==> src/rtl/apss_pkg.sv <==
// Shared types, state and event codes for the ACPI power-state sequencer.
package apss_pkg;

  localparam int STATE_W    = 4;
  localparam int EVENT_W    = 4;
  localparam int MAX_EVENTS = 4;
  localparam int EV_IDX_W   = 2;
  localparam int TIMER_W    = 20;
  localparam int SIG_W      = 16;
  localparam int CFG_IDX_W  = 3;
  localparam int CFG_DATA_W = 20;

  localparam int TICK_QUEUE_DEPTH   = 2;
  localparam int RESULT_QUEUE_DEPTH = 2;

  // power states
  localparam logic [STATE_W-1:0] ST_G3     = 4'd0;
  localparam logic [STATE_W-1:0] ST_S5     = 4'd1;
  localparam logic [STATE_W-1:0] ST_S4     = 4'd2;
  localparam logic [STATE_W-1:0] ST_S3     = 4'd3;
  localparam logic [STATE_W-1:0] ST_S0IX   = 4'd4;
  localparam logic [STATE_W-1:0] ST_S0     = 4'd5;
  localparam logic [STATE_W-1:0] ST_G3S5   = 4'd6;
  localparam logic [STATE_W-1:0] ST_S5S4   = 4'd7;
  localparam logic [STATE_W-1:0] ST_S4S3   = 4'd8;
  localparam logic [STATE_W-1:0] ST_S3S0   = 4'd9;
  localparam logic [STATE_W-1:0] ST_S5G3   = 4'd10;
  localparam logic [STATE_W-1:0] ST_S4S5   = 4'd11;
  localparam logic [STATE_W-1:0] ST_S3S4   = 4'd12;
  localparam logic [STATE_W-1:0] ST_S0S3   = 4'd13;
  localparam logic [STATE_W-1:0] ST_S0IXS0 = 4'd14;
  localparam logic [STATE_W-1:0] ST_S0S0IX = 4'd15;

  // event codes
  localparam logic [EVENT_W-1:0] EV_NONE            = 4'd0;
  localparam logic [EVENT_W-1:0] EV_FORCE_OFF_G3    = 4'd1;
  localparam logic [EVENT_W-1:0] EV_SHUTDOWN        = 4'd2;
  localparam logic [EVENT_W-1:0] EV_SHUTDOWN_DONE   = 4'd3;
  localparam logic [EVENT_W-1:0] EV_HARD_OFF        = 4'd4;
  localparam logic [EVENT_W-1:0] EV_STARTUP         = 4'd5;
  localparam logic [EVENT_W-1:0] EV_CLEAR_HOST_SLP  = 4'd6;
  localparam logic [EVENT_W-1:0] EV_RESUME_INIT     = 4'd7;
  localparam logic [EVENT_W-1:0] EV_RESUME          = 4'd8;
  localparam logic [EVENT_W-1:0] EV_SUSPEND         = 4'd9;
  localparam logic [EVENT_W-1:0] EV_SUSPEND_DONE    = 4'd10;
  localparam logic [EVENT_W-1:0] EV_SLEEP_SUSPEND   = 4'd11;
  localparam logic [EVENT_W-1:0] EV_SLEEP_RESUME    = 4'd12;
  localparam logic [EVENT_W-1:0] EV_FORCE_OFF_PFAIL = 4'd13;

  // configuration register indexes
  localparam logic [CFG_IDX_W-1:0] CFG_G3S5_MASK     = 3'd0;
  localparam logic [CFG_IDX_W-1:0] CFG_G3S5_VALUE    = 3'd1;
  localparam logic [CFG_IDX_W-1:0] CFG_REBOOT_DELAY  = 3'd2;
  localparam logic [CFG_IDX_W-1:0] CFG_S5_MODE       = 3'd3;
  localparam logic [CFG_IDX_W-1:0] CFG_S5_TICKS      = 3'd4;
  localparam logic [CFG_IDX_W-1:0] CFG_S0IX_EN       = 3'd5;
  localparam logic [CFG_IDX_W-1:0] CFG_RESUME_HOOK   = 3'd6;

  // S5 timeout modes
  localparam logic [1:0] S5_TMO_OFF   = 2'd0;
  localparam logic [1:0] S5_TMO_IMMED = 2'd1;
  localparam logic [1:0] S5_TMO_TIMED = 2'd2;

  // host sleep notify
  localparam logic [1:0] HOST_SUSPEND = 2'd1;
  localparam logic [1:0] HOST_RESUME  = 2'd2;

  typedef struct packed {
    logic             exit_request;
    logic [SIG_W-1:0] signal_vector;
    logic             slp_s0_on;
    logic             slp_s3_on;
    logic             slp_s4_on;
    logic             slp_s5_on;
    logic [2:0]       slp_valid;
    logic             pgood_all_core;
    logic             all_sys_pwrgd;
    logic [2:0]       rails_ok;
    logic             rsmrst_good;
    logic [1:0]       host_sleep_state;
  } item_t;

  typedef struct packed {
    logic [STATE_W-1:0] power_state;
    logic [EVENT_W-1:0] event_code;
    logic               last_event;
    logic               rsmrst_drive;
    logic               deep_sleep_allowed;
    logic               state_changed;
  } result_t;

  // one tick's outcome, handed from the front to the back
  typedef struct packed {
    logic [STATE_W-1:0]                 power_state;
    logic [MAX_EVENTS-1:0][EVENT_W-1:0] events;
    logic [EV_IDX_W-1:0]                last_idx;
    logic                               rsmrst_drive;
    logic                               deep_sleep_allowed;
    logic                               state_changed;
  } tick_t;

endpackage

==> src/rtl/apss_fifo.sv <==
// Small register FIFO used between the sequencer stages.
module apss_fifo #(
  parameter int  DEPTH = 2,
  parameter type T     = logic
) (
  input  logic clk,
  input  logic rst,
  input  logic wr_en,
  input  T     wr_data,
  output logic full,
  input  logic rd_en,
  output T     rd_data,
  output logic empty
);

  localparam int AW = (DEPTH > 1) ? $clog2(DEPTH) : 1;
  localparam int CW = $clog2(DEPTH + 1);

  T                mem [DEPTH];
  logic [AW-1:0]   wr_ptr;
  logic [AW-1:0]   rd_ptr;
  logic [CW-1:0]   count;
  logic            do_wr;
  logic            do_rd;

  assign full    = (count == CW'(DEPTH));
  assign empty   = (count == '0);
  assign do_wr   = wr_en && !full;
  assign do_rd   = rd_en && !empty;
  assign rd_data = mem[rd_ptr];

  always_ff @(posedge clk) begin
    if (do_wr) begin
      mem[wr_ptr] <= wr_data;
    end
  end

  always_ff @(posedge clk) begin
    if (rst) begin
      wr_ptr <= '0;
      rd_ptr <= '0;
      count  <= '0;
    end else begin
      if (do_wr) begin
        wr_ptr <= (wr_ptr == AW'(DEPTH - 1)) ? '0 : wr_ptr + AW'(1);
      end
      if (do_rd) begin
        rd_ptr <= (rd_ptr == AW'(DEPTH - 1)) ? '0 : rd_ptr + AW'(1);
      end
      if (do_wr && !do_rd) begin
        count <= count + CW'(1);
      end else if (do_rd && !do_wr) begin
        count <= count - CW'(1);
      end
    end
  end

endmodule

==> src/rtl/apss_front.sv <==
// Front stage: configuration registers, sleep-state machine step and event list per tick.
module apss_front (
  input  logic                          clk,
  input  logic                          rst,
  input  logic                          cfg_write,
  input  logic [apss_pkg::CFG_IDX_W-1:0]  cfg_index,
  input  logic [apss_pkg::CFG_DATA_W-1:0] cfg_data,
  input  logic                          take,
  input  apss_pkg::item_t               item,
  output apss_pkg::tick_t               tick
);
  import apss_pkg::*;

  // configuration
  logic [SIG_W-1:0]   g3s5_mask;
  logic [SIG_W-1:0]   g3s5_value;
  logic [TIMER_W-1:0] reboot_ticks;
  logic [1:0]         s5_mode;
  logic [TIMER_W-1:0] s5_ticks;
  logic               s0ix_en;
  logic               hook_en;

  // machine state
  logic [STATE_W-1:0] state;
  logic               exit_pending;
  logic [TIMER_W-1:0] reboot_count;
  logic [TIMER_W-1:0] s5_count;
  logic               s5_running;
  logic               rsmrst_level;
  logic               sleep_allowed;

  logic [STATE_W-1:0] state_next;
  logic               exit_pending_next;
  logic [TIMER_W-1:0] reboot_count_next;
  logic               reboot_ticks_clear;
  logic [TIMER_W-1:0] s5_count_next;
  logic               s5_running_next;
  logic               rsmrst_level_next;
  logic               sleep_allowed_next;

  logic [MAX_EVENTS-1:0][EVENT_W-1:0] evs;
  logic [EV_IDX_W:0]                  ev_cnt;
  logic [TIMER_W-1:0]                 s5_count_inc;
  logic                               s5_left;
  logic s3_on, s3_off, s4_on, s4_off, s5_on, s5_off;

  // an invalid virtual wire fails both tests
  assign s3_on  = item.slp_valid[0] &&  item.slp_s3_on;
  assign s3_off = item.slp_valid[0] && !item.slp_s3_on;
  assign s4_on  = item.slp_valid[1] &&  item.slp_s4_on;
  assign s4_off = item.slp_valid[1] && !item.slp_s4_on;
  assign s5_on  = item.slp_valid[2] &&  item.slp_s5_on;
  assign s5_off = item.slp_valid[2] && !item.slp_s5_on;

  assign s5_count_inc = (s5_count != '1) ? s5_count + TIMER_W'(1) : s5_count;

  always_comb begin
    state_next         = state;
    exit_pending_next  = exit_pending | item.exit_request;
    reboot_count_next  = reboot_count;
    reboot_ticks_clear = 1'b0;
    s5_count_next      = s5_count;
    s5_running_next    = s5_running;
    rsmrst_level_next  = rsmrst_level;
    sleep_allowed_next = sleep_allowed;
    evs                = {MAX_EVENTS{EV_NONE}};
    ev_cnt             = '0;
    s5_left            = 1'b0;

    unique case (state)
      ST_G3: begin
        if (exit_pending_next) begin
          if (reboot_count < reboot_ticks) begin
            reboot_count_next = reboot_count + TIMER_W'(1);
          end else begin
            exit_pending_next  = 1'b0;
            reboot_count_next  = '0;
            reboot_ticks_clear = 1'b1;
            state_next         = ST_G3S5;
          end
        end
      end
      ST_G3S5: begin
        state_next = ((item.signal_vector & g3s5_mask) == g3s5_value) ? ST_S5 : ST_S5G3;
      end
      ST_S5: begin
        if (item.rails_ok == 3'b111 && item.rsmrst_good) begin
          rsmrst_level_next = 1'b1;
          if (s5_off) begin
            state_next = ST_S5S4;
            s5_left    = 1'b1;
          end
        end
        if (!s5_left) begin
          if (s5_mode == S5_TMO_IMMED) begin
            state_next = ST_S5G3;
          end else if (s5_mode == S5_TMO_TIMED) begin
            if (s5_running) begin
              s5_count_next = s5_count_inc;
              if (s5_count_inc >= s5_ticks) begin
                state_next = ST_S5G3;
              end
            end else begin
              s5_running_next = 1'b1;
              s5_count_next   = '0;
            end
          end
        end
      end
      ST_S5G3: begin
        evs        = {EV_HARD_OFF, EV_SHUTDOWN_DONE, EV_SHUTDOWN, EV_FORCE_OFF_G3};
        ev_cnt     = 3'd4;
        state_next = ST_G3;
      end
      ST_S5S4: begin
        state_next = item.rsmrst_good ? ST_S4 : ST_S5;
      end
      ST_S4: begin
        if (s5_on) begin
          state_next = ST_S4S5;
        end else if (s4_off) begin
          state_next = ST_S4S3;
        end
      end
      ST_S4S3: begin
        if (!item.pgood_all_core) begin
          evs[0] = EV_FORCE_OFF_PFAIL; evs[1] = EV_SHUTDOWN; evs[2] = EV_SHUTDOWN_DONE;
          ev_cnt = 3'd3;
          state_next = ST_G3;
        end else begin
          evs[0] = EV_STARTUP;
          ev_cnt = 3'd1;
          if (s0ix_en) begin
            evs[1] = EV_CLEAR_HOST_SLP;
            ev_cnt = 3'd2;
          end
          state_next = ST_S3;
        end
      end
      ST_S3: begin
        if (!item.pgood_all_core) begin
          evs[0] = EV_FORCE_OFF_PFAIL; evs[1] = EV_SHUTDOWN; evs[2] = EV_SHUTDOWN_DONE;
          ev_cnt = 3'd3;
          state_next = ST_G3;
        end else if (s3_off) begin
          state_next = ST_S3S0;
        end else if (s4_on) begin
          state_next = ST_S3S4;
        end
      end
      ST_S3S0: begin
        if (!item.pgood_all_core) begin
          evs[0] = EV_FORCE_OFF_PFAIL; evs[1] = EV_SHUTDOWN; evs[2] = EV_SHUTDOWN_DONE;
          ev_cnt = 3'd3;
          state_next = ST_G3;
        end else if (item.all_sys_pwrgd) begin
          if (hook_en) begin
            evs[0] = EV_RESUME_INIT; evs[1] = EV_RESUME;
            ev_cnt = 3'd2;
          end else begin
            evs[0] = EV_RESUME;
            ev_cnt = 3'd1;
          end
          state_next = ST_S0;
        end
      end
      ST_S0IX: begin
        if (!item.slp_s0_on && s3_off) begin
          state_next = ST_S0IXS0;
        end else if (!item.pgood_all_core) begin
          state_next = ST_S0;
        end
      end
      ST_S0S0IX: begin
        if (item.host_sleep_state == HOST_SUSPEND) begin
          evs[ev_cnt[EV_IDX_W-1:0]] = EV_SLEEP_SUSPEND;
          ev_cnt = ev_cnt + 3'd1;
        end
        if (hook_en) begin
          evs[ev_cnt[EV_IDX_W-1:0]] = EV_SUSPEND_DONE;
          ev_cnt = ev_cnt + 3'd1;
        end
        sleep_allowed_next = 1'b1;
        state_next = ST_S0IX;
      end
      ST_S0IXS0: begin
        sleep_allowed_next = 1'b0;
        if (hook_en) begin
          evs[0] = EV_RESUME_INIT;
          ev_cnt = 3'd1;
        end
        state_next = ST_S0;
      end
      ST_S0: begin
        if (!item.pgood_all_core) begin
          evs[0] = EV_FORCE_OFF_PFAIL; evs[1] = EV_SHUTDOWN; evs[2] = EV_SHUTDOWN_DONE;
          ev_cnt = 3'd3;
          state_next = ST_G3;
        end else if (s3_on) begin
          state_next = ST_S0S3;
        end else if (s0ix_en && item.host_sleep_state == HOST_SUSPEND && item.slp_s0_on) begin
          state_next = ST_S0S0IX;
        end else if (s0ix_en && item.host_sleep_state == HOST_RESUME) begin
          evs[0] = EV_SLEEP_RESUME;
          ev_cnt = 3'd1;
        end
      end
      ST_S4S5: begin
        evs[0] = EV_SHUTDOWN; evs[1] = EV_SHUTDOWN_DONE;
        ev_cnt = 3'd2;
        state_next = ST_S5;
      end
      ST_S3S4: begin
        state_next = ST_S4;
      end
      ST_S0S3: begin
        evs[0] = EV_SUSPEND;
        ev_cnt = 3'd1;
        if (hook_en) begin
          evs[ev_cnt[EV_IDX_W-1:0]] = EV_SUSPEND_DONE;
          ev_cnt = ev_cnt + 3'd1;
        end
        sleep_allowed_next = 1'b1;
        if (s0ix_en) begin
          evs[ev_cnt[EV_IDX_W-1:0]] = EV_CLEAR_HOST_SLP;
          ev_cnt = ev_cnt + 3'd1;
        end
        state_next = ST_S3;
      end
    endcase

    // timer restarts on every S5 entry
    if (state == ST_S5 && state_next != ST_S5) begin
      s5_running_next = 1'b0;
      s5_count_next   = '0;
    end

    // a quiet tick still yields one result
    if (ev_cnt == '0) begin
      ev_cnt = 3'd1;
    end
  end

  always_comb begin
    tick.power_state        = state_next;
    tick.events             = evs;
    tick.last_idx           = EV_IDX_W'(ev_cnt - 3'd1);
    tick.rsmrst_drive       = rsmrst_level_next;
    tick.deep_sleep_allowed = sleep_allowed_next;
    tick.state_changed      = (state_next != state);
  end

  always_ff @(posedge clk) begin
    if (rst) begin
      state         <= ST_G3;
      exit_pending  <= 1'b0;
      reboot_count  <= '0;
      s5_count      <= '0;
      s5_running    <= 1'b0;
      rsmrst_level  <= 1'b0;
      sleep_allowed <= 1'b0;
    end else if (take) begin
      state         <= state_next;
      exit_pending  <= exit_pending_next;
      reboot_count  <= reboot_count_next;
      s5_count      <= s5_count_next;
      s5_running    <= s5_running_next;
      rsmrst_level  <= rsmrst_level_next;
      sleep_allowed <= sleep_allowed_next;
    end
  end

  always_ff @(posedge clk) begin
    if (rst) begin
      g3s5_mask    <= '0;
      g3s5_value   <= '0;
      reboot_ticks <= '0;
      s5_mode      <= S5_TMO_OFF;
      s5_ticks     <= TIMER_W'(1);
      s0ix_en      <= 1'b0;
      hook_en      <= 1'b0;
    end else if (cfg_write) begin
      unique case (cfg_index)
        CFG_G3S5_MASK:    g3s5_mask    <= cfg_data[SIG_W-1:0];
        CFG_G3S5_VALUE:   g3s5_value   <= cfg_data[SIG_W-1:0];
        CFG_REBOOT_DELAY: reboot_ticks <= cfg_data[TIMER_W-1:0];
        CFG_S5_MODE:      s5_mode      <= cfg_data[1:0];
        CFG_S5_TICKS:     s5_ticks     <= cfg_data[TIMER_W-1:0];
        CFG_S0IX_EN:      s0ix_en      <= cfg_data[0];
        CFG_RESUME_HOOK:  hook_en      <= cfg_data[0];
        default: ;
      endcase
    end else if (take && reboot_ticks_clear) begin
      // reboot delay is one-shot
      reboot_ticks <= '0;
    end
  end

endmodule

==> src/rtl/apss_back.sv <==
// Back stage: walks one tick's event list, one result per cycle while the result queue has room.
module apss_back (
  input  logic              clk,
  input  logic              rst,
  input  logic              tick_empty,
  input  apss_pkg::tick_t   tick,
  output logic              tick_pop,
  input  logic              res_full,
  output logic              res_push,
  output apss_pkg::result_t res
);
  import apss_pkg::*;

  logic [EV_IDX_W-1:0] idx;
  logic                last;

  assign last     = (idx == tick.last_idx);
  assign res_push = !tick_empty && !res_full;
  assign tick_pop = res_push && last;

  always_comb begin
    res.power_state        = tick.power_state;
    res.event_code         = tick.events[idx];
    res.last_event         = last;
    res.rsmrst_drive       = tick.rsmrst_drive;
    res.deep_sleep_allowed = tick.deep_sleep_allowed;
    res.state_changed      = tick.state_changed;
  end

  always_ff @(posedge clk) begin
    if (rst) begin
      idx <= '0;
    end else if (res_push) begin
      idx <= last ? '0 : idx + EV_IDX_W'(1);
    end
  end

endmodule

==> src/rtl/acpi_power_state_sequencer.sv <==
// Top level: front step stage, tick queue, event walker and result queue.
// A tick is registered in the tick queue and each of its results in the result queue; the
// back stage between them is combinational.
// Throughput: one tick per cycle enters while the tick queue has room; the back stage puts out
// one result per cycle while the result queue has room: one result per event, one to four per tick.
// Reset (rst, synchronous): state G3, timers and latches clear, registers at defaults, queues empty.
module acpi_power_state_sequencer #(
  parameter int TICK_DEPTH   = apss_pkg::TICK_QUEUE_DEPTH,
  parameter int RESULT_DEPTH = apss_pkg::RESULT_QUEUE_DEPTH
) (
  input  logic                            clk,
  input  logic                            rst,
  input  logic                            cfg_write,
  input  logic [apss_pkg::CFG_IDX_W-1:0]  cfg_index,
  input  logic [apss_pkg::CFG_DATA_W-1:0] cfg_data,
  input  logic                            push,
  output logic                            full,
  input  apss_pkg::item_t                 in_item,
  output logic                            empty,
  input  logic                            pop,
  output apss_pkg::result_t               result
);
  import apss_pkg::*;

  logic    take;
  tick_t   tick_in;
  tick_t   tick_head;
  logic    tick_empty;
  logic    tick_pop;
  logic    res_full;
  logic    res_push;
  result_t res;

  assign take = push && !full;

  apss_front u_front (
    .clk       (clk),
    .rst       (rst),
    .cfg_write (cfg_write),
    .cfg_index (cfg_index),
    .cfg_data  (cfg_data),
    .take      (take),
    .item      (in_item),
    .tick      (tick_in)
  );

  apss_fifo #(
    .DEPTH (TICK_DEPTH),
    .T     (tick_t)
  ) u_tick_q (
    .clk     (clk),
    .rst     (rst),
    .wr_en   (take),
    .wr_data (tick_in),
    .full    (full),
    .rd_en   (tick_pop),
    .rd_data (tick_head),
    .empty   (tick_empty)
  );

  apss_back u_back (
    .clk        (clk),
    .rst        (rst),
    .tick_empty (tick_empty),
    .tick       (tick_head),
    .tick_pop   (tick_pop),
    .res_full   (res_full),
    .res_push   (res_push),
    .res        (res)
  );

  apss_fifo #(
    .DEPTH (RESULT_DEPTH),
    .T     (result_t)
  ) u_res_q (
    .clk     (clk),
    .rst     (rst),
    .wr_en   (res_push),
    .wr_data (res),
    .full    (res_full),
    .rd_en   (pop),
    .rd_data (result),
    .empty   (empty)
  );

endmodule

==> config.mk <==
export PLATFORM = sky130hd
export DESIGN_NAME = acpi_power_state_sequencer
export DESIGN_NICKNAME = d
export VERILOG_FILES = /design/src/rtl/apss_pkg.sv /design/src/rtl/apss_fifo.sv /design/src/rtl/apss_front.sv /design/src/rtl/apss_back.sv /design/src/rtl/acpi_power_state_sequencer.sv
export SDC_FILE = /design/constraint.sdc
export NUM_CORES = 1
export LEC_CHECK = 0
export BUFFER_PORTS_ARGS = -buffer_cell sky130_fd_sc_hd__buf_4
export CAP_MARGIN = 20
export CORE_ASPECT_RATIO = 1.4
export CORE_MARGIN = 2
export CORE_UTILIZATION = 45
export CTS_CLUSTER_DIAMETER = 40
export CTS_CLUSTER_SIZE = 14
export DETAILED_ROUTE_END_ITERATION = 7
export GPL_TIMING_DRIVEN = 0
export SYNTH_ARGS = -nofsm -noshare
export SYNTH_HDL_FRONTEND = slang
export SYNTH_SLANG_ARGS = --single-unit
==> constraint.sdc <==
create_clock -name clk -period 3.9 [get_ports clk]
set_input_delay 0.39 -clock clk [delete_from_list [all_inputs] [get_ports clk]]
set_output_delay 0.39 -clock clk [all_outputs]
set_load 0.02 [all_outputs]
Yosys cells after proc, flatten, opt, wreduce, memory -nomap -nowiden
Memories as Yosys holds them, arrays and structs flattened. A register that Yosys moved wholly into a read port is not among the register bits.
Index checks and enable logic that the tools add are counted.

storage, ports and cells
  register bits after elaboration = 134
  RAM bits = 74
  input port bits = 60
  output and inout port bits = 14
  word-level logic and storage cells = 265
  memories = 2

cells by class
  add/subtract/negate cells = 14
  $lt $le $gt $ge = 7
  equal/unequal tests = 36
  mux-type cells = 118
  bitwise logic cells = 8
  reductions and logical operators = 59

memories
  name          depth  bits a word  read ports  clocked after memory_dff  wr ports  line             text
  u_tick_q.mem  2      25           1           1                         1         apss_fifo.sv:19  T mem [DEPTH];
  u_res_q.mem   2      12           1           1                         1         apss_fifo.sv:19

operators by type and width
  operator                                                         count
  20-bit 2-to-1 mux                                                11
  4-bit 2-to-1 mux                                                 35
  4-bit case mux with 16 select lines                              1
  20-bit by 1-bit adder with 20-bit output, second input constant  2
  4-bit case mux with 9 select lines                               1
  4-bit == test, second input constant                             8
  1-bit 2-to-1 mux                                                 32
  16-bit 2-to-1 mux                                                2
  4-bit case mux with 8 select lines                               1
  3-bit 2-to-1 mux                                                 10
  3-bit case mux with 9 select lines                               1
  1-bit logical AND                                                26
  2-bit 2-to-1 mux                                                 13
  8-bit 2-to-1 mux                                                 3
  4-bit case mux with 6 select lines                               1
  20-bit greater-or-equal comparator                               1
  20-bit < comparator                                              1
  20-bit inequality test, second input constant                    1
  16-bit AND                                                       1
  4-bit demux with 2-bit select                                    2
  16-bit == test                                                   1
  4-bit by 3-bit == test with 1-bit output, second input constant  4
  8-bit inverter                                                   2
  2-bit AND reduction                                              7
  36 further kinds                                                 75

Logic depth before layout (Yosys ltp)
Gate-level depths: netlist of the first run.

  depth in word-level cells = 14
  mapped depth = 17
  mapped depth without buffers = 16

By module
Synthesis of the first run repeated with hierarchy kept, for this count alone.

second synthesis, totals
  cells, all modules = 1,137
  area total of the unflattened synthesis = 10,720.3 µm²

modules (own cells, without submodules)
  module                      instances  cells an instance  area each (µm²)  sequential area each (µm²)
  apss_front                  1          942                7,292.0          2,482.4
  apss_fifo at u_tick_q       1          103                2,020.7          1,601.5
  apss_fifo at u_res_q        1          62                 1,078.5          820.8
  apss_back                   1          29                 315.3            40.0
  acpi_power_state_sequencer  1          1                  13.8             0.0

Worst setup path before layout of the first run
OpenSTA, ideal clock, no wires.

  path kind = register -> register
  start point = register u_front.s5_count[4]
  end point = register u_front.s5_running
  setup time = 79 ps
  arrival time = 3,848 ps
  data required time = 3,821 ps
  slack = -27 ps
  cell stages (with the launch flop) = 13
  path buffers = 0
  clock period less this slack = 3,927 ps
  cells stage by stage = dfxtp_1 -> nand3_1 -> or3_1 -> nor4_4 -> mux2_2 -> ha_1 -> a2111oi_0 -> o31a_1 -> o32ai_1 -> a31oi_2 -> o2111ai_2 -> or4_1 -> a211oi_2

RTL lines
  what                    line               text
  start, declared         apss_front.sv:27   logic [TIMER_W-1:0] s5_count;
  start signal, assigned  apss_front.sv:266  s5_count <= s5_count_next;
  end signal, assigned    apss_front.sv:267  s5_running <= s5_running_next;
  end, declared           apss_front.sv:28   logic s5_running;

==> results of run 1 <==
cells in the mapped netlist (3+ instances only):
cell,number
a22o_1,9
and3b_1,5
nor3_1,18
nand2b_1,21
inv_1,58
or2_2,6
o211ai_1,4
a21o_1,11
dfxtp_1,136
ha_1,48
and4_1,6
nand3b_1,4
a211oi_1,8
or3_1,8
o21a_1,4
nor3b_1,6
a21oi_1,100
nand4_1,12
nor2_1,104
mux2i_1,9
edfxtp_1,66
a31oi_1,3
o22ai_1,10
mux4_2,5
and3_1,19
nor2b_1,14
nand3_1,22
a22oi_1,23
clkbuf_1,35
a221o_1,3
buf_2,6
xor2_1,26
a211o_1,4
mux2_2,21
xnor2_1,20
buf_1,7
nand2_1,194
a21boi_0,3
o21ai_0,19
metal layers:
layer / up-vias / track usage / wire length, um
met4: 0 / 0.07021 / 849
met3: 52 / 0.03094 / 1368
met2: 215 / 0.4029 / 13450
met1: 3947 / 0.2701 / 11000
met5: - / 0 / 0
li1: 4180 / - / -
what timing repair did:
item                                    4_1_cts  5_1_grt
hold buffers                                  0        0
cloned                                        1        0
pin swaps                                    13       30
resized for setup                            35       52
endpoints found under the setup margin       32       25
buffers inserted                             14        5
sequential cells by signal (all words and copies together) (netlist names), 4 cells and up, named ones only:
signal	cells
u_front.reboot_count	20
u_front.reboot_ticks	20
u_front.s5_count	20
u_front.g3s5_value	16
u_front.s5_ticks	20
u_front.state	4
u_front.g3s5_mask	16
u_res_q.mem	24
u_tick_q.mem	42
per-stage QoR:
step	setup WS [ps]	total power, mW	hold WS [ps]
floorplan	-7.993	3.698	436.3
global placement	-969.2	4.182	443.4
detailed placement	-1011	4.211	446.9
CTS	2.467	6.731	129.8
global route	-155.3	7.037	131.0
finish	3.659	6.714	143.6
where the power goes:
group          internal (mW)  total [mW]  switching (mW)  leakage, nW
Clock                   1.44        2.46            1.02        0.433
Sequential              2.52        2.61          0.0879         1.74
Combinational          0.698        1.65           0.949         2.70
Total                   4.66        6.71            2.05         4.87
critical path, stage by stage (launching register included):
cell       delay (ps)
dfxtp_2           350
and4_4            240
nand4_1           110
buf_6             170
nor4_4            280
buf_6             180
mux2_4            330
ha_4              230
a2111oi_4         320
o31a_1            230
o32ai_4           110
a31oi_4           260
o2111ai_4         170
buf_6             160
or4_4             470
a211oi_2          190
area by class of cell:
cell class | instances | share of cell area
Sequential cell | 202 | 0.3769
Multi-Input combinational cell | 808 | 0.4283
Inverter | 61 | 0.01823
Timing Repair Buffer | 95 | 0.05827
Clock inverter | 21 | 0.01823
Tap cell | 301 | 0.02998
Buffer | 48 | 0.01604
Clock buffer | 28 | 0.05408
path summary, 6_finish.rpt:
check / start / endpoint / slack [ps] / depth (start not counted)
setup / recovery: u_front.s5_count[10] / u_front.s5_running / 4 / 15
hold / removal: cfg_data[18] / u_front.s5_ticks[18] / 140 / 3
setup reg to reg: u_front.s5_count[10] / u_front.s5_running / 4 / 15
hold reg to reg: u_front.s5_ticks[12] / u_front.s5_ticks[12] / 450 / 2
cell families (layout without fill, tap and decap cells):
family,Yosys count,in the layout,share of synthesized area
muxes,35,35,0.04322
buffers and inverters,109,253,0.04100
DFF,202,202,0.4629
xor gates and xnor gates,46,46,0.03965
and+or+nand+nor,453,453,0.2096
adders and majority gates,48,48,0.05910
AOI/OAI and AO/OA,226,226,0.1445
==> impl_metrics.json, run 1 <==
{
  "drv_cap": 0,
  "crit_required_ps": 4340,
  "period_share": 0.9991,
  "status": "finished clean",
  "synthCells": 1119,
  "grt_pass1_wl_mm": 41.86,
  "grtUsageTotal": 0.2234,
  "end_kind": "register",
  "drt_iter0_markers": 492,
  "drive_gt1_frac": 0.1948,
  "hold_class": "in -> reg",
  "htree_levels": 1,
  "cts.sink_count": 202,
  "syn_to_final_growth_pct": 23.61,
  "stdcell_count": 1564,
  "clk_pin_slew_ps": 60,
  "cp_max_fo": 7,
  "synth_edf_count": 66,
  "place_area_sq_um": 11110,
  "dp_hpwl_mm": 19.57,
  "nets": 1351,
  "synth_cell_type_count": 71,
  "multiInputGateArea_sq_um": 5380,
  "die_h_um": 181.8,
  "synth_seq_cells": 202,
  "place.gp.congestion": 0.9161,
  "synthArstFlopShare": 0,
  "dieWidth_um": 131.0,
  "final_util": 0.5617,
  "synth_area_leaders": "dfxtp_1 27%, edfxtp_1 20%, nand2_1 7.2%, ha_1 5.9%, a21oi_1 4.9%",
  "seqCellArea_sq_um": 4735,
  "synth-seq-area-share": 0.4629,
  "cp-start-kind": "register",
  "irDropWorstVdd_uv": 344.9,
  "final_cell_mix": "188 x nand2_1, 126 x dfxtp_1, 101 x nor2_1",
  "slew_violations": 0,
  "drc": 0,
  "worst_slew_pin_slew_ps": 1032,
  "slew_headroom": 0.3120,
  "ys_warn_count": 0,
  "synth.top_cell.area_share": 0.2679,
  "initial_core_util": 0.4544,
  "avgSynthCellArea_sq_um": 9.082,
  "wl_per_cell_um": 17.05,
  "clock-root-buffer": "clkbuf_16",
  "die_area_sq_um": 23820,
  "setup_viol_count_final": 0,
  "fin_setup_tns_ps": 0,
  "clock_latency_ps": 530,
  "synth_nets": 1227,
  "grt_max_degree": 22,
  "grt_overflow": 0,
  "critical_path_class": "reg -> reg",
  "final_antenna_net_count": 0,
  "num-fill-cells": 2034,
  "cts_tree": "yes",
  "finalHoldViolations": 0,
  "power_density_nw_per_um2": 534.5,
  "core_area_sq_um": 22370,
  "synthFlopType": "dfxtp_1",
  "vias": 8394,
  "dp.cells": 1493,
  "drt_pass1_iterations": 5,
  "grt_pass1_vias": 8148,
  "period_needed_ps": 3896,
  "finClkSkew_ps": 12.08,
  "numCtsBuffers": 27,
  "final_common_cell": "nand2_1",
  "rsz0062_at_grt": "yes",
  "row_count": 65,
  "syn-cell-area_sq_um": 10160,
  "fin_area_sq_um": 12560,
  "total_leakage_power_nw": 4.872,
  "max_freq_mhz": 256.7,
  "num_antenna_cells": 0,
  "arrival_ps": 4330,
  "synth_top_area_cell": "dfxtp_1",
  "drt-vias-per-instance": 5.367,
  "wl_mm": 26.66,
  "clockBufferDepth": 3,
  "antenna_found_initial": 0,
  "io_buffer_count": 72,
  "ioPinCount": 74
}
Power figures use the tool's default switching activity.
==> inputs of run 2 (changes only) <==
CTS_BUF_LIST = sky130_fd_sc_hd__clkbuf_16   (was default)
GPL_TIMING_DRIVEN = default   (was 0)
==> run 2 against run 1 <==
Core utilization is 1.2 points lower. Fmax is 3.0% higher. Flip-flop and latch count did not move. Via count shrank 1.6%. Wire length fell by 7.2%. Combinational power shrank 8%. Clock power down 4%.
==> impl_metrics.json, run 2 (synthesized netlist as in run 1, its figures left out) <==
{
  "final_cell_mix": "194 x nand2_1, 132 x dfxtp_1, 122 x buf_4",
  "grt_max_degree": 68,
  "worst_slew_pin_slew_ps": 993.3,
  "io_buffer_count": 73,
  "stdcell_count": 1545,
  "regMostFlops": "u_tick_q.mem",
  "dp_hpwl_mm": 18.32,
  "arrival_ps": 4180,
  "core_area_sq_um": 22370,
  "pwr-share-comb": 0.232,
  "drive_gt1_frac": 0.1897,
  "hold_class": "in -> reg",
  "wl_per_cell_um": 16.01,
  "nets": 1332,
  "setup_ws_ps": 116.1,
  "finClkSkew_ps": 22.30,
  "clock_latency_ps": 520,
  "grtUsageTotal": 0.2079,
  "grt_pass1_vias": 7882,
  "slew_violations": 0,
  "p_switching_mw": 1.980,
  "largestRegisters": "u_tick_q.mem (42), u_res_q.mem (24)",
  "cts.sink_count": 202,
  "cp_max_fo": 20,
  "grt_pass1_wl_mm": 39.96,
  "reg2reg_depth": 17,
  "finalHoldViolations": 0,
  "drt_iter0_markers": 462,
  "status": "finished clean",
  "whs_ps": 135.8,
  "period_needed_ps": 3784,
  "period_share": 0.9702,
  "total_power_mw": 6.554,
  "total_leakage_power_nw": 4.862,
  "slew_headroom": 0.3378,
  "dp.cells": 1485,
  "htree_levels": 1,
  "die_area_sq_um": 23820,
  "drv_cap": 0,
  "clk_pin_slew_ps": 60,
  "place.gp.congestion": 0.8971,
  "num_antenna_cells": 0,
  "fin_area_sq_um": 12300,
  "fin_setup_tns_ps": 0,
  "initial_core_util": 0.4544,
  "hold_buffers": 0,
  "vias": 8257,
  "cp-start-kind": "register",
  "end_kind": "register",
  "cts_tree": "yes",
  "rsz0062_at_grt": "yes",
  "drc": 0,
  "row_count": 65,
  "ioPinCount": 74,
  "r2r_slack_ps": 120,
  "setup_viol_count_final": 0,
  "p_int_mw": 4.575,
  "wl_mm": 24.73,
  "drt-vias-per-instance": 5.344,
  "clockBufferDepth": 3,
  "place_area_sq_um": 11240,
  "antenna_found_initial": 0,
  "power_density_nw_per_um2": 532.7,
  "switching_share": 0.3020,
  "max_freq_mhz": 264.3,
  "largest_reg_flops": 42,
  "clkPwrFrac": 0.362,
  "dieWidth_um": 131.0,
  "syn_to_final_growth_pct": 21.07,
  "whs_path_depth": 3,
  "grt_overflow": 0,
  "final_common_cell": "nand2_1",
  "drt_pass1_iterations": 5,
  "die_h_um": 181.8,
  "numCtsBuffers": 27,
  "clock-root-buffer": "clkbuf_16",
  "final_util": 0.5501,
  "place_ws_ps": -19.90,
  "final_antenna_net_count": 0,
  "crit_required_ps": 4300,
  "irDropWorstVdd_uv": 384.7,
  "power_frac_seq": 0.406,
  "critical_path_class": "reg -> reg"
}
[run 2: worst paths after layout]
| kind | startpoint | to |
|---|---|---|
| min reg2reg | u_front.g3s5_mask[10] | u_front.g3s5_mask[10] |
| max reg2reg | u_front.s5_count[8] | u_front.s5_count[11] |
| min | cfg_data[18] | u_front.s5_ticks[18] |
| max | u_front.s5_count[8] | u_front.s5_count[11] |
[run 2: cell type report]
| type | instances | area, sq um |
|---|---|---|
| Clock buffer | 27 | 675.6 |
| Sequential cell | 202 | 4710 |
| Timing Repair Buffer | 124 | 947.2 |
| Multi-Input combinational cell | 808 | 5155 |
| Inverter | 61 | 229.0 |
| Tap cell | 301 | 376.6 |
| Fill cell | 2052 | 10060 |
| Clock inverter | 22 | 210.2 |
[run 2: layer usage]
metal  vias to the layer above  global-route usage  share of wire
met1                      3846              0.2568           0.42
li1                       4164                   -              -
met3                        50             0.03300          0.050
met4                         0             0.06809          0.032
met5                         -                   0              0
met2                       197              0.3648           0.50
[run 2: critical path: stages, from the launching register on]
cell	delay, ps
dfxtp_1	330
and4_4	230
nand4_1	120
buf_6	170
nor4_4	270
buf_4	190
nor2_1	50
nand2_1	70
xnor2_1	120
ha_1	320
o211ai_1	100
o31a_1	340
o31ai_1	250
a21oi_1	130
a211oi_2	330
o32ai_2	160
buf_12	190
a211o_1	280
[run 2: what timing repair did]
action                     4_1_cts  5_1_grt
gates resized for setup          6       14
setup endpoints to repair        1       23
buffers inserted                 4        5
cloned                           0        0
pin swaps                        3        7
[run 2: power by group through the flow]
stage                     clock network [mW]  logic, mW  registers, mW
after global routing                    2.53       1.68           2.69
after global placement                     0       1.49           2.70
final                                   2.37       1.52           2.66
after CTS                               2.43       1.52           2.67
after detailed placement                   0       1.50           2.71
after floorplan                            0       1.06           2.63
